===== src/hw/rtl/sti_pkg.sv =====
// Shared types and operation codes for the sorted table insert block.
package sti_pkg;

    typedef logic [1:0] kind_t;

    localparam kind_t KIND_BY_KEY = 2'd0;
    localparam kind_t KIND_UNIQUE = 2'd1;
    localparam kind_t KIND_AT_POS = 2'd2;

endpackage


===== src/hw/rtl/sti_req_if.sv =====
// Request channel: one insert item with valid/ready handshake.
interface sti_req_if #(
    parameter int KEY_WIDTH   = 32,
    parameter int VALUE_WIDTH = 32,
    parameter int POS_WIDTH   = 5
);
    import sti_pkg::*;

    logic                   valid;
    logic                   ready;
    kind_t                  kind;
    logic [KEY_WIDTH-1:0]   new_key;
    logic [VALUE_WIDTH-1:0] new_value;
    logic [POS_WIDTH-1:0]   position;

    modport source (output valid, output kind, output new_key, output new_value,
                    output position, input ready);
    modport sink   (input valid, input kind, input new_key, input new_value,
                    input position, output ready);
endinterface


===== src/hw/rtl/sti_res_if.sv =====
// Result channel: one outcome item per request with valid/ready handshake.
interface sti_res_if #(
    parameter int IDX_WIDTH = 4,
    parameter int CNT_WIDTH = 5
);
    logic                 valid;
    logic                 ready;
    logic [IDX_WIDTH-1:0] placed_at;
    logic                 duplicate;
    logic                 full_res;
    logic [CNT_WIDTH-1:0] entries_now;

    modport source (output valid, output placed_at, output duplicate, output full_res,
                    output entries_now, input ready);
    modport sink   (input valid, input placed_at, input duplicate, input full_res,
                    input entries_now, output ready);
endinterface


===== src/hw/rtl/sorted_table_insert.sv =====
// Sorted key/value table with insert by key, unique insert and insert at position.
//
// Usage:
//   req carries one insert item (kind, new_key, new_value, position); res returns
//   one result item (placed_at, duplicate, full_res, entries_now) for every item.
//   Both channels transfer on a clock edge with valid and ready high.
//   Items are handled one at a time. Keys and values live in a single RAM with
//   one write and one read port, and each item walks it one entry per cycle:
//     insert by key / unique insert: a lower-bound scan up to the first key at or
//       above new_key (or past the count on a miss), then a shift of the entries
//       from placed_at upward, or a single write when the pair is appended.
//     insert at position: the same shift only.
//   Unused-kind items and full items of the other two kinds skip the scan and the
//   shift; a unique insert on a full table still scans before it reports.
//   The result register lets req accept the next item while a result waits; a
//   stalled res holds the finished result and the block waits before handing over.
//   Reset empties the table (count zero); the RAM needs no clearing since only
//   entries below the count are ever read.
module sorted_table_insert #(
    parameter int DEPTH       = 16,
    parameter int KEY_WIDTH   = 32,
    parameter int VALUE_WIDTH = 32
) (
    input  logic clk,
    input  logic rst_n,
    sti_req_if.sink   req,
    sti_res_if.source res
);
    import sti_pkg::*;

    localparam int AW = $clog2(DEPTH);
    localparam int CW = $clog2(DEPTH + 1);
    localparam int EW = KEY_WIDTH + VALUE_WIDTH;
    localparam logic [CW-1:0] FULL_COUNT = CW'(DEPTH);

    localparam logic [1:0] S_IDLE   = 2'd0;
    localparam logic [1:0] S_SEARCH = 2'd1;
    localparam logic [1:0] S_SHIFT  = 2'd2;
    localparam logic [1:0] S_DONE   = 2'd3;

    logic [1:0]             state_reg, state_next;
    logic [CW-1:0]          count_reg, count_next;
    logic [CW-1:0]          idx_reg, idx_next;
    logic                   pend_reg, pend_next;
    logic [CW-1:0]          pend_idx_reg, pend_idx_next;
    kind_t                  kind_reg, kind_next;
    logic [KEY_WIDTH-1:0]   key_reg, key_next;
    logic [VALUE_WIDTH-1:0] value_reg, value_next;
    logic [CW-1:0]          at_reg, at_next;
    logic                   dup_reg, dup_next;
    logic                   full_reg, full_next;

    logic                   out_valid_reg, out_valid_next;
    logic [AW-1:0]          out_at_reg;
    logic                   out_dup_reg;
    logic                   out_full_reg;
    logic [CW-1:0]          out_cnt_reg;
    logic                   out_load;

    logic                   ram_we;
    logic [AW-1:0]          ram_waddr;
    logic [EW-1:0]          ram_wdata;
    logic [AW-1:0]          ram_raddr;
    logic [EW-1:0]          ram_rdata;
    logic [KEY_WIDTH-1:0]   rd_key;
    logic [CW-1:0]          src_idx;
    logic                   is_full;

    sti_ram #(
        .WIDTH (EW),
        .DEPTH (DEPTH)
    ) u_ram (
        .clk   (clk),
        .we    (ram_we),
        .waddr (ram_waddr),
        .wdata (ram_wdata),
        .raddr (ram_raddr),
        .rdata (ram_rdata)
    );

    assign rd_key  = ram_rdata[EW-1:VALUE_WIDTH];
    assign src_idx = idx_reg - CW'(1);
    assign is_full = (count_reg == FULL_COUNT);

    assign req.ready       = (state_reg == S_IDLE);
    assign res.valid       = out_valid_reg;
    assign res.placed_at   = out_at_reg;
    assign res.duplicate   = out_dup_reg;
    assign res.full_res    = out_full_reg;
    assign res.entries_now = out_cnt_reg;

    always_comb
    begin
        state_next    = state_reg;
        count_next    = count_reg;
        idx_next      = idx_reg;
        pend_next     = pend_reg;
        pend_idx_next = pend_idx_reg;
        kind_next     = kind_reg;
        key_next      = key_reg;
        value_next    = value_reg;
        at_next       = at_reg;
        dup_next      = dup_reg;
        full_next     = full_reg;
        ram_we        = 1'b0;
        ram_waddr     = '0;
        ram_wdata     = {key_reg, value_reg};
        ram_raddr     = '0;
        out_load      = 1'b0;

        case (state_reg)
            S_IDLE:
            begin
                if (req.valid)
                begin
                    kind_next  = req.kind;
                    key_next   = req.new_key;
                    value_next = req.new_value;
                    dup_next   = 1'b0;
                    full_next  = 1'b0;
                    at_next    = '0;
                    idx_next   = '0;
                    pend_next  = 1'b0;
                    case (req.kind)
                        KIND_AT_POS:
                        begin
                            if (is_full)
                            begin
                                full_next  = 1'b1;
                                state_next = S_DONE;
                            end
                            else
                            begin
                                at_next    = (req.position > count_reg) ? count_reg
                                                                        : req.position;
                                idx_next   = count_reg;
                                state_next = S_SHIFT;
                            end
                        end
                        KIND_BY_KEY:
                        begin
                            if (is_full)
                            begin
                                full_next  = 1'b1;
                                state_next = S_DONE;
                            end
                            else
                            begin
                                state_next = S_SEARCH;
                            end
                        end
                        KIND_UNIQUE:
                        begin
                            state_next = S_SEARCH;
                        end
                        default:
                        begin
                            state_next = S_DONE;
                        end
                    endcase
                end
            end

            S_SEARCH:
            begin
                if (pend_reg && (rd_key >= key_reg))
                begin
                    pend_next = 1'b0;
                    at_next   = pend_idx_reg;
                    if ((kind_reg == KIND_UNIQUE) && (rd_key == key_reg))
                    begin
                        dup_next   = 1'b1;
                        state_next = S_DONE;
                    end
                    else if (is_full)
                    begin
                        full_next  = 1'b1;
                        at_next    = '0;
                        state_next = S_DONE;
                    end
                    else
                    begin
                        idx_next   = count_reg;
                        state_next = S_SHIFT;
                    end
                end
                else if (idx_reg < count_reg)
                begin
                    ram_raddr     = idx_reg[AW-1:0];
                    pend_next     = 1'b1;
                    pend_idx_next = idx_reg;
                    idx_next      = idx_reg + CW'(1);
                end
                else
                begin
                    pend_next = 1'b0;
                    if (is_full)
                    begin
                        full_next  = 1'b1;
                        at_next    = '0;
                        state_next = S_DONE;
                    end
                    else
                    begin
                        at_next    = count_reg;
                        idx_next   = count_reg;
                        state_next = S_SHIFT;
                    end
                end
            end

            S_SHIFT:
            begin
                // entry read last cycle lands one slot up
                if (pend_reg)
                begin
                    ram_we    = 1'b1;
                    ram_waddr = pend_idx_reg[AW-1:0];
                    ram_wdata = ram_rdata;
                end
                if (idx_reg > at_reg)
                begin
                    ram_raddr     = src_idx[AW-1:0];
                    pend_next     = 1'b1;
                    pend_idx_next = idx_reg;
                    idx_next      = src_idx;
                end
                else
                begin
                    pend_next = 1'b0;
                    if (!pend_reg)
                    begin
                        ram_we     = 1'b1;
                        ram_waddr  = at_reg[AW-1:0];
                        ram_wdata  = {key_reg, value_reg};
                        count_next = count_reg + CW'(1);
                        state_next = S_DONE;
                    end
                end
            end

            S_DONE:
            begin
                if (!out_valid_reg || res.ready)
                begin
                    out_load   = 1'b1;
                    state_next = S_IDLE;
                end
            end

            default:
            begin
                state_next = S_IDLE;
            end
        endcase
    end

    always_comb
    begin
        out_valid_next = out_valid_reg;
        if (out_load)
        begin
            out_valid_next = 1'b1;
        end
        else if (res.ready)
        begin
            out_valid_next = 1'b0;
        end
    end

    always_ff @(posedge clk or negedge rst_n)
    begin
        if (!rst_n)
        begin
            state_reg     <= S_IDLE;
            count_reg     <= '0;
            idx_reg       <= '0;
            pend_reg      <= 1'b0;
            out_valid_reg <= 1'b0;
        end
        else
        begin
            state_reg     <= state_next;
            count_reg     <= count_next;
            idx_reg       <= idx_next;
            pend_reg      <= pend_next;
            out_valid_reg <= out_valid_next;
        end
    end

    always_ff @(posedge clk)
    begin
        pend_idx_reg <= pend_idx_next;
        kind_reg     <= kind_next;
        key_reg      <= key_next;
        value_reg    <= value_next;
        at_reg       <= at_next;
        dup_reg      <= dup_next;
        full_reg     <= full_next;
        if (out_load)
        begin
            out_at_reg   <= at_reg[AW-1:0];
            out_dup_reg  <= dup_reg;
            out_full_reg <= full_reg;
            out_cnt_reg  <= count_reg;
        end
    end
endmodule


===== src/hw/rtl/sti_ram.sv =====
// Generic simple dual-port RAM, one write and one registered read port.
module sti_ram #(
    parameter int WIDTH = 64,
    parameter int DEPTH = 16
) (
    input  logic                     clk,
    input  logic                     we,
    input  logic [$clog2(DEPTH)-1:0] waddr,
    input  logic [WIDTH-1:0]         wdata,
    input  logic [$clog2(DEPTH)-1:0] raddr,
    output logic [WIDTH-1:0]         rdata
);
    logic [WIDTH-1:0] mem [DEPTH];

    always_ff @(posedge clk)
    begin
        if (we)
        begin
            mem[waddr] <= wdata;
        end
        rdata <= mem[raddr];
    end
endmodule


===== src/flat_wrapper.sv =====
// flat-port wrapper written by rule: the top's interface ports become plain ports
module sorted_table_insert_flat import sti_pkg::*;
#(
    parameter int DEPTH       = 16,
    parameter int KEY_WIDTH   = 32,
    parameter int VALUE_WIDTH = 32
)
  (clk, rst_n, req_valid, req_kind, req_new_key, req_new_value, req_position, req_ready, res_valid, res_placed_at, res_duplicate, res_full_res, res_entries_now, res_ready);
  sti_req_if #(.KEY_WIDTH(KEY_WIDTH), .VALUE_WIDTH(VALUE_WIDTH)) req_i ();
  sti_res_if res_i ();
  input  logic clk;
  input  logic rst_n;
  input wire logic [$bits(req_i.valid)-1:0] req_valid;
  input wire logic [$bits(req_i.kind)-1:0] req_kind;
  input wire logic [$bits(req_i.new_key)-1:0] req_new_key;
  input wire logic [$bits(req_i.new_value)-1:0] req_new_value;
  input wire logic [$bits(req_i.position)-1:0] req_position;
  output wire logic [$bits(req_i.ready)-1:0] req_ready;
  output wire logic [$bits(res_i.valid)-1:0] res_valid;
  output wire logic [$bits(res_i.placed_at)-1:0] res_placed_at;
  output wire logic [$bits(res_i.duplicate)-1:0] res_duplicate;
  output wire logic [$bits(res_i.full_res)-1:0] res_full_res;
  output wire logic [$bits(res_i.entries_now)-1:0] res_entries_now;
  input wire logic [$bits(res_i.ready)-1:0] res_ready;
  assign req_i.valid = req_valid;
  assign req_i.kind = req_kind;
  assign req_i.new_key = req_new_key;
  assign req_i.new_value = req_new_value;
  assign req_i.position = req_position;
  assign req_ready = req_i.ready;
  assign res_valid = res_i.valid;
  assign res_placed_at = res_i.placed_at;
  assign res_duplicate = res_i.duplicate;
  assign res_full_res = res_i.full_res;
  assign res_entries_now = res_i.entries_now;
  assign res_i.ready = res_ready;
  sorted_table_insert #(.DEPTH(DEPTH), .KEY_WIDTH(KEY_WIDTH), .VALUE_WIDTH(VALUE_WIDTH)) u_core (.clk(clk), .rst_n(rst_n), .req(req_i), .res(res_i));
endmodule

===== config.mk =====
export PLATFORM = sky130hd
export DESIGN_NAME = sorted_table_insert_flat
export DESIGN_NICKNAME = d
export VERILOG_FILES = /design/src/hw/rtl/sti_pkg.sv /design/src/hw/rtl/sti_req_if.sv /design/src/hw/rtl/sti_res_if.sv /design/src/hw/rtl/sorted_table_insert.sv /design/src/hw/rtl/sti_ram.sv /design/src/flat_wrapper.sv
export SDC_FILE = /design/constraint.sdc
export NUM_CORES = 1
export LEC_CHECK = 0
export BUFFER_PORTS_ARGS = -buffer_cell sky130_fd_sc_hd__buf_2
export CAP_MARGIN = 40
export CORE_MARGIN = 1
export CORE_UTILIZATION = 23
export CTS_CLUSTER_SIZE = 25
export DETAILED_ROUTE_END_ITERATION = 12
export GPL_ROUTABILITY_DRIVEN = 0
export HOLD_SLACK_MARGIN = 0.02
export MAX_ROUTING_LAYER = met4
export SLEW_MARGIN = 20
export SYNTH_ARGS = -nofsm -noshare
export SYNTH_HDL_FRONTEND = slang
export SYNTH_SLANG_ARGS = --single-unit
export TNS_END_PERCENT = 100

===== constraint.sdc =====
create_clock -name clk -period 12.1 [get_ports clk]
set_input_delay 0 -clock clk [delete_from_list [all_inputs] [get_ports clk]]
set_output_delay 0 -clock clk [all_outputs]
set_load 0.02 [all_outputs]

Yosys cells after proc, flatten, opt, wreduce, memory -nomap -nowiden
Memory sizes are Yosys's and may differ from the RTL's. A register that Yosys moved wholly into a read port is not among the register bits.
Cells that the tools add are included.
Operators by class
  add/subtract/negate cells: 3
  $lt $le $gt $ge: 4
  equality and inequality tests: 19
  multiplexer cells: 71
  bitwise logic cells: 2
  reduce and logical (&&, ||, !) cells: 20
Operator list (number)
  $mux W64: 4
  $mux W5: 19
  $eq A32 B32 Y1: 1
  $ge A32 B32 Y1: 1
  $mux W4: 7
  $mux W1: 24
  $pmux W5 S2: 2
  $mux W2: 8
  $reduce_and A4 Y1: 4
  $pmux W5 S3: 1
  $add A5 B1 Y5 const B: 2
  $gt A5 B5 Y1: 2
  $ne A2 B1 Y1 const B: 5
  $ne A2 B2 Y1 const B: 4
  $pmux W2 S4: 1
  $pmux W4 S2: 1
  $eq A2 B1 Y1 const B: 3
  $eq A2 B2 Y1 const B: 3
  $pmux W2 S3: 1
  $reduce_and A3 Y1: 2
  $reduce_bool A2 Y1: 3
  $eq A5 B5 Y1 const B: 1
  $lt A5 B5 Y1: 1
  $reduce_and A5 Y1: 1
  other kinds (13): 18
Storage, ports and cells
  register bits: 103
  bits in writable memories: 1024
  logic and storage cells: 136
  memories: 1
Memories
  u_core.u_ram.mem: depth 16, width 64, rd ports 1, clocked after Yosys merged registers in 1, wr ports 1, RTL line sti_ram.sv:13  | logic [WIDTH-1:0] mem [DEPTH];

Logic depth before layout (Yosys ltp)
  depth in word-level cells: 6
  gate-level depth with buffers: 15
  gate-level depth less buffers: 11

By module
From an unflattened synthesis, not the netlist that was laid out.
Unflattened totals
  cell total of the unflattened synthesis: 2155
  area, all modules: 45653.8 µm²
Modules (own cells, without submodules)
  sti_ram: instances 1, cells each 1647, area an instance 39581.7 µm², seq. area each 32030.7 µm²
  sorted_table_insert: instances 1, cells each 508, area an instance 6072.1 µm², seq. area each 3022.9 µm²

Worst setup path after synthesis
OpenSTA, ideal clock, no wires.
  path kind: register -> register
  start: register u_core.idx_reg[0]
  end: memory u_core.u_ram.mem[2][32], enable pin
  arrival time: 3.464 ns
  path slack: 8.215 ns
  cell stages (with the launch flop): 13
  clock period less this slack: 3.885 ns
  path through: dfrtp_1 > buf_4 > inv_1 > ha_1 > and3_1 > a31oi_1 > o31a_1 > nand2b_1 > nor2_1 > clkbuf_1 > nand2_1 > o22a_1 > nor2_1
On the way
  cells in the longest elaborated chain, start to end: 5
  elaborated cells on any way between the ends: 7
  classes of those cells: order compare (1); mux (6)
Ends and longest elaborated chain
  start, declared: RTL line sorted_table_insert.sv:43  | logic [CW-1:0] idx_reg, idx_next;
  start signal, assigned: RTL line sorted_table_insert.sv:285  | idx_reg <= idx_next;
  $gt A5 B5 Y1 (*): RTL line sorted_table_insert.sv:221  | if (idx_reg > at_reg)
  $mux W1: RTL line sorted_table_insert.sv:221
  $mux W1: RTL line sorted_table_insert.sv:111  | case (state_reg)
  $mux W1: RTL line sti_ram.sv:17  | if (we)
  $mux W1 (implied by the code): RTL line sti_ram.sv:19  | mem[waddr] <= wdata;
  end, declared: RTL line sti_ram.sv:13
Every way passes the cells marked *; elsewhere a longest branch is shown, timed or not.

Final worst setup path
  start: register u_core.key_reg[26]
  end: register u_core.u_ram.rdata[40], read port of u_core.u_ram.mem
On the way
  cells in the longest elaborated chain, start to end: 4
Ends and longest elaborated chain
  start, declared: RTL line sorted_table_insert.sv:47  | logic [KEY_WIDTH-1:0] key_reg, key_next;
  start signal, assigned: RTL line sorted_table_insert.sv:295  | key_reg <= key_next;
  $ge A32 B32 Y1: RTL line sorted_table_insert.sv:166  | if (pend_reg && (rd_key >= key_reg))
  $logic_and A1 B1 Y1: RTL line sorted_table_insert.sv:166
  $mux W4: RTL line sorted_table_insert.sv:166
  $pmux W4 S2: RTL line sorted_table_insert.sv:111
  end, declared: RTL line sti_ram.sv:11  | output logic [WIDTH-1:0] rdata
Every way passes these cells.
A chain may end at the register's enable or synchronous reset.

==> run_results.csv <==
group,metric,value,unit
clock_network,clk_latency,0.66,ns
logic_synthesis,avgSynthCellArea,14.7,um2
sta,finalClockSkew,0.0402,ns
sta,hold_viol,0,
logic_synthesis,netlist_instances,1769,
critical_path,required,12.61,ns
logic_synthesis,ys_warn_count,0,
pwr,power_density,223,nW/um2
global_routing,grt_pass1_vias,15600,
critical_path,crit_path_max_fanout,74,
clock_network,cts_inserted_buffers,61,
critical_path,worstPathArrival,6.08,ns
critical_path,cp_cell_sequence,"inv_1, ha_1, nand4_1, inv_1, a221oi_1, o211a_2, nand4_4, nand2_8, buf_16, buf_4, mux2i_1, o22ai_1, or4_1",
run,drv_cap,0,
critical_path,cp_slowest_cell,"a221oi_1",
sta,holdWs,0.0803,ns
die,die_x,338,um
die,core_area,111000,um2
global_routing,grtUsageTotal,0.123,
critical_path,crit_type,"flop to flop",
logic_synthesis,syn_area,26000,um2
logic_synthesis,ys_seq_area_frac,0.696,
drt,drtIter0Drc,1520,
sta,fmax,180,MHz
outcome,outcome,"complete, no violations",
sta,rsz0062_at_grt,"no",
logic_synthesis,synth_edf_count,569,
drt,ant_nets,0,
cells_and_area,drive_gt1_frac,0.135,
drt,drc_errors,0,
logic_synthesis,synth_cell_type_count,78,
global_routing,antenna_found_initial,3,
logic_synthesis,synth_flop_cell,"edfxtp_1",
clock_network,cts_root_buffer,"clkbuf_16",
clock_network,clkTransAtPathRegs,0.06,ns
clock_network,clockBufferDepth,3,
global_routing,grt-ovfl-total,0,
critical_path,start_kind,"flop",
cells_and_area,fin_nets,2023,
die,die_h,338,um
cells_and_area,layout_common_cells,"edfxtp_1 (569), a211oi_1 (128), nand2_1 (127)",
sta,max-slew-margin-rel,0.452,
sta,finalSetupViolCount,0,
clock_network,cts_tree,"done",
global_routing,grt_max_degree,103,
drt,num_vias,16000,
die,start_util,0.233,
clock_network,cts_sinks,615,
cells_and_area,largest_register_ffs,512,
global_routing,grt_pass1_wl,102,mm
sta,tightest_slew,0.823,ns
critical_path,worstSetupEndpointType,"flop",
pwr,max-vdd-ir-drop,0.000137,V
logic_synthesis,ys_seq_elements,615,
logic_synthesis,async_reset_ff_frac,0.0228,
cells_and_area,final_common_cell,"edfxtp_1",
sta,setup-tns-final,0,ns
place,io_buffers,55,
drt,drt_wl_total,68.6,mm
die,row_count,122,
clock_network,htree_levels,2,
place,dp_hpwl,36.7,mm
hold_path,hold_path_class,"primary input to flop",
pwr,cellLeakagePower,10.1,nW
sta,final.min_clock_period,5.57,ns
logic_synthesis,synthesis.nets,1898,
drt,via_per_inst,4.65,
sta,drv_slew,0,
die,dieArea,114000,um2
critical_path,cp_common_cell,"inv_1",
cells_and_area,area_growth,18.6,%
critical_path,max_stage_delay,0.71,ns
die,ios,88,
drt,drtPass1Iterations,5,
drt,wire_per_inst,20.0,um
sta,finalCritPeriodShare,0.460,
-- cells in the mapped netlist (13+ instances only) --
master | number | area (um2)
o21ai_0 | 51 | 255
nand3_1 | 14 | 70.1
clkbuf_1 | 58 | 218
mux2_1 | 31 | 349
a211oi_1 | 128 | 961
a21oi_1 | 25 | 125
dfrtp_1 | 14 | 350
a311oi_1 | 33 | 289
o221ai_1 | 62 | 543
nand2_1 | 127 | 477
or4_1 | 32 | 240
mux2i_1 | 98 | 981
nor2_1 | 103 | 387
ha_1 | 54 | 676
edfxtp_1 | 569 | 17100
dfxtp_1 | 32 | 641
a21boi_0 | 63 | 473
buf_6 | 13 | 146
o22ai_1 | 35 | 219
buf_2 | 34 | 170
inv_1 | 54 | 203
-- power by group --
group | internal, mW | switching [mW]
Combinational | 0.713 | 1.42
Clock | 1.07 | 0.803
Sequential | 2.71 | 0.144
Total | 4.49 | 2.37
-- cell type report --
| type | instances | area (um2) |
|---|---|---|
| diodes | 3 | 7.51 |
| multi-input cells | 986 | 7270 |
| inverters | 55 | 206 |
| clock inverters | 25 | 275 |
| fillers | 11200 | 80500 |
| repair buffers | 175 | 1390 |
| flip-flops and latches | 615 | 18100 |
| clock buffers | 89 | 1710 |
| well taps | 1488 | 1860 |
-- worst paths after layout --
kind | startpoint | to | slack, ns | cells after the start
setup / recovery | u_core.key_reg[26] | u_core.u_ram.rdata[40] | 6.53 | 13
hold / removal | req_new_key[22] | u_core.key_reg[22] | 0.08 | 2
setup reg to reg | u_core.key_reg[26] | u_core.u_ram.rdata[40] | 6.53 | 13
hold reg to reg | u_core.dup_reg | u_core.res.duplicate | 0.43 | 0
max in group asynchronous | rst_n | u_core.state_reg[1] | 11.12 | 3
min in group asynchronous | rst_n | u_core.idx_reg[4] | 0.50 | 3
-- per-layer routing --
layer,GRT usage,part of all wire,vias to the layer above
met3,0.0164,0.060,120
met4,0.0377,0.026,0
li1,-,-,7265
met5,-,0,-
met1,0.167,0.46,8033
met2,0.190,0.45,550
-- through the flow --
step	util	worst slack [ns]	cell area [um2]	total power, mW	instances
after floorplan	-	8.22	26000	4.24	1769
after global placement	0.253	6.04	28200	4.93	3264
after detailed placement	0.255	6.50	28300	5.00	3274
after CTS	0.276	6.49	30700	6.88	3431
after global routing	0.277	6.28	30800	7.19	3436
final	0.277	6.53	30800	6.86	3436
-- worst max-delay path, delay by kind of cell (launching register included) --
kind	cells	cell delay (ns)
adder cells (fa/ha/maj)	1	0.27
flip-flops	1	0.37
AND/OR/NAND/NOR	4	1.92
buffers and inverters	4	1.22
AO/OA/AOI/OAI	3	1.19
multiplexers	1	0.27
-- repair_timing --
action,in CTS,in global routing
gates resized for setup,0,0
hold buffers,43,0
endpoints found under the setup margin,0,0
setup buffers,0,0
endpoints found under the hold margin,62,0
-- cells by family after synthesis --
logic type / share of synthesized area
compound gates: 0.131
xor+xnor: 0.00270
fa+ha+maj: 0.0260
buf+inv: 0.0305
flops: 0.696
mux: 0.0521
simple gates: 0.0616
Power figures use the tool's default switching activity.
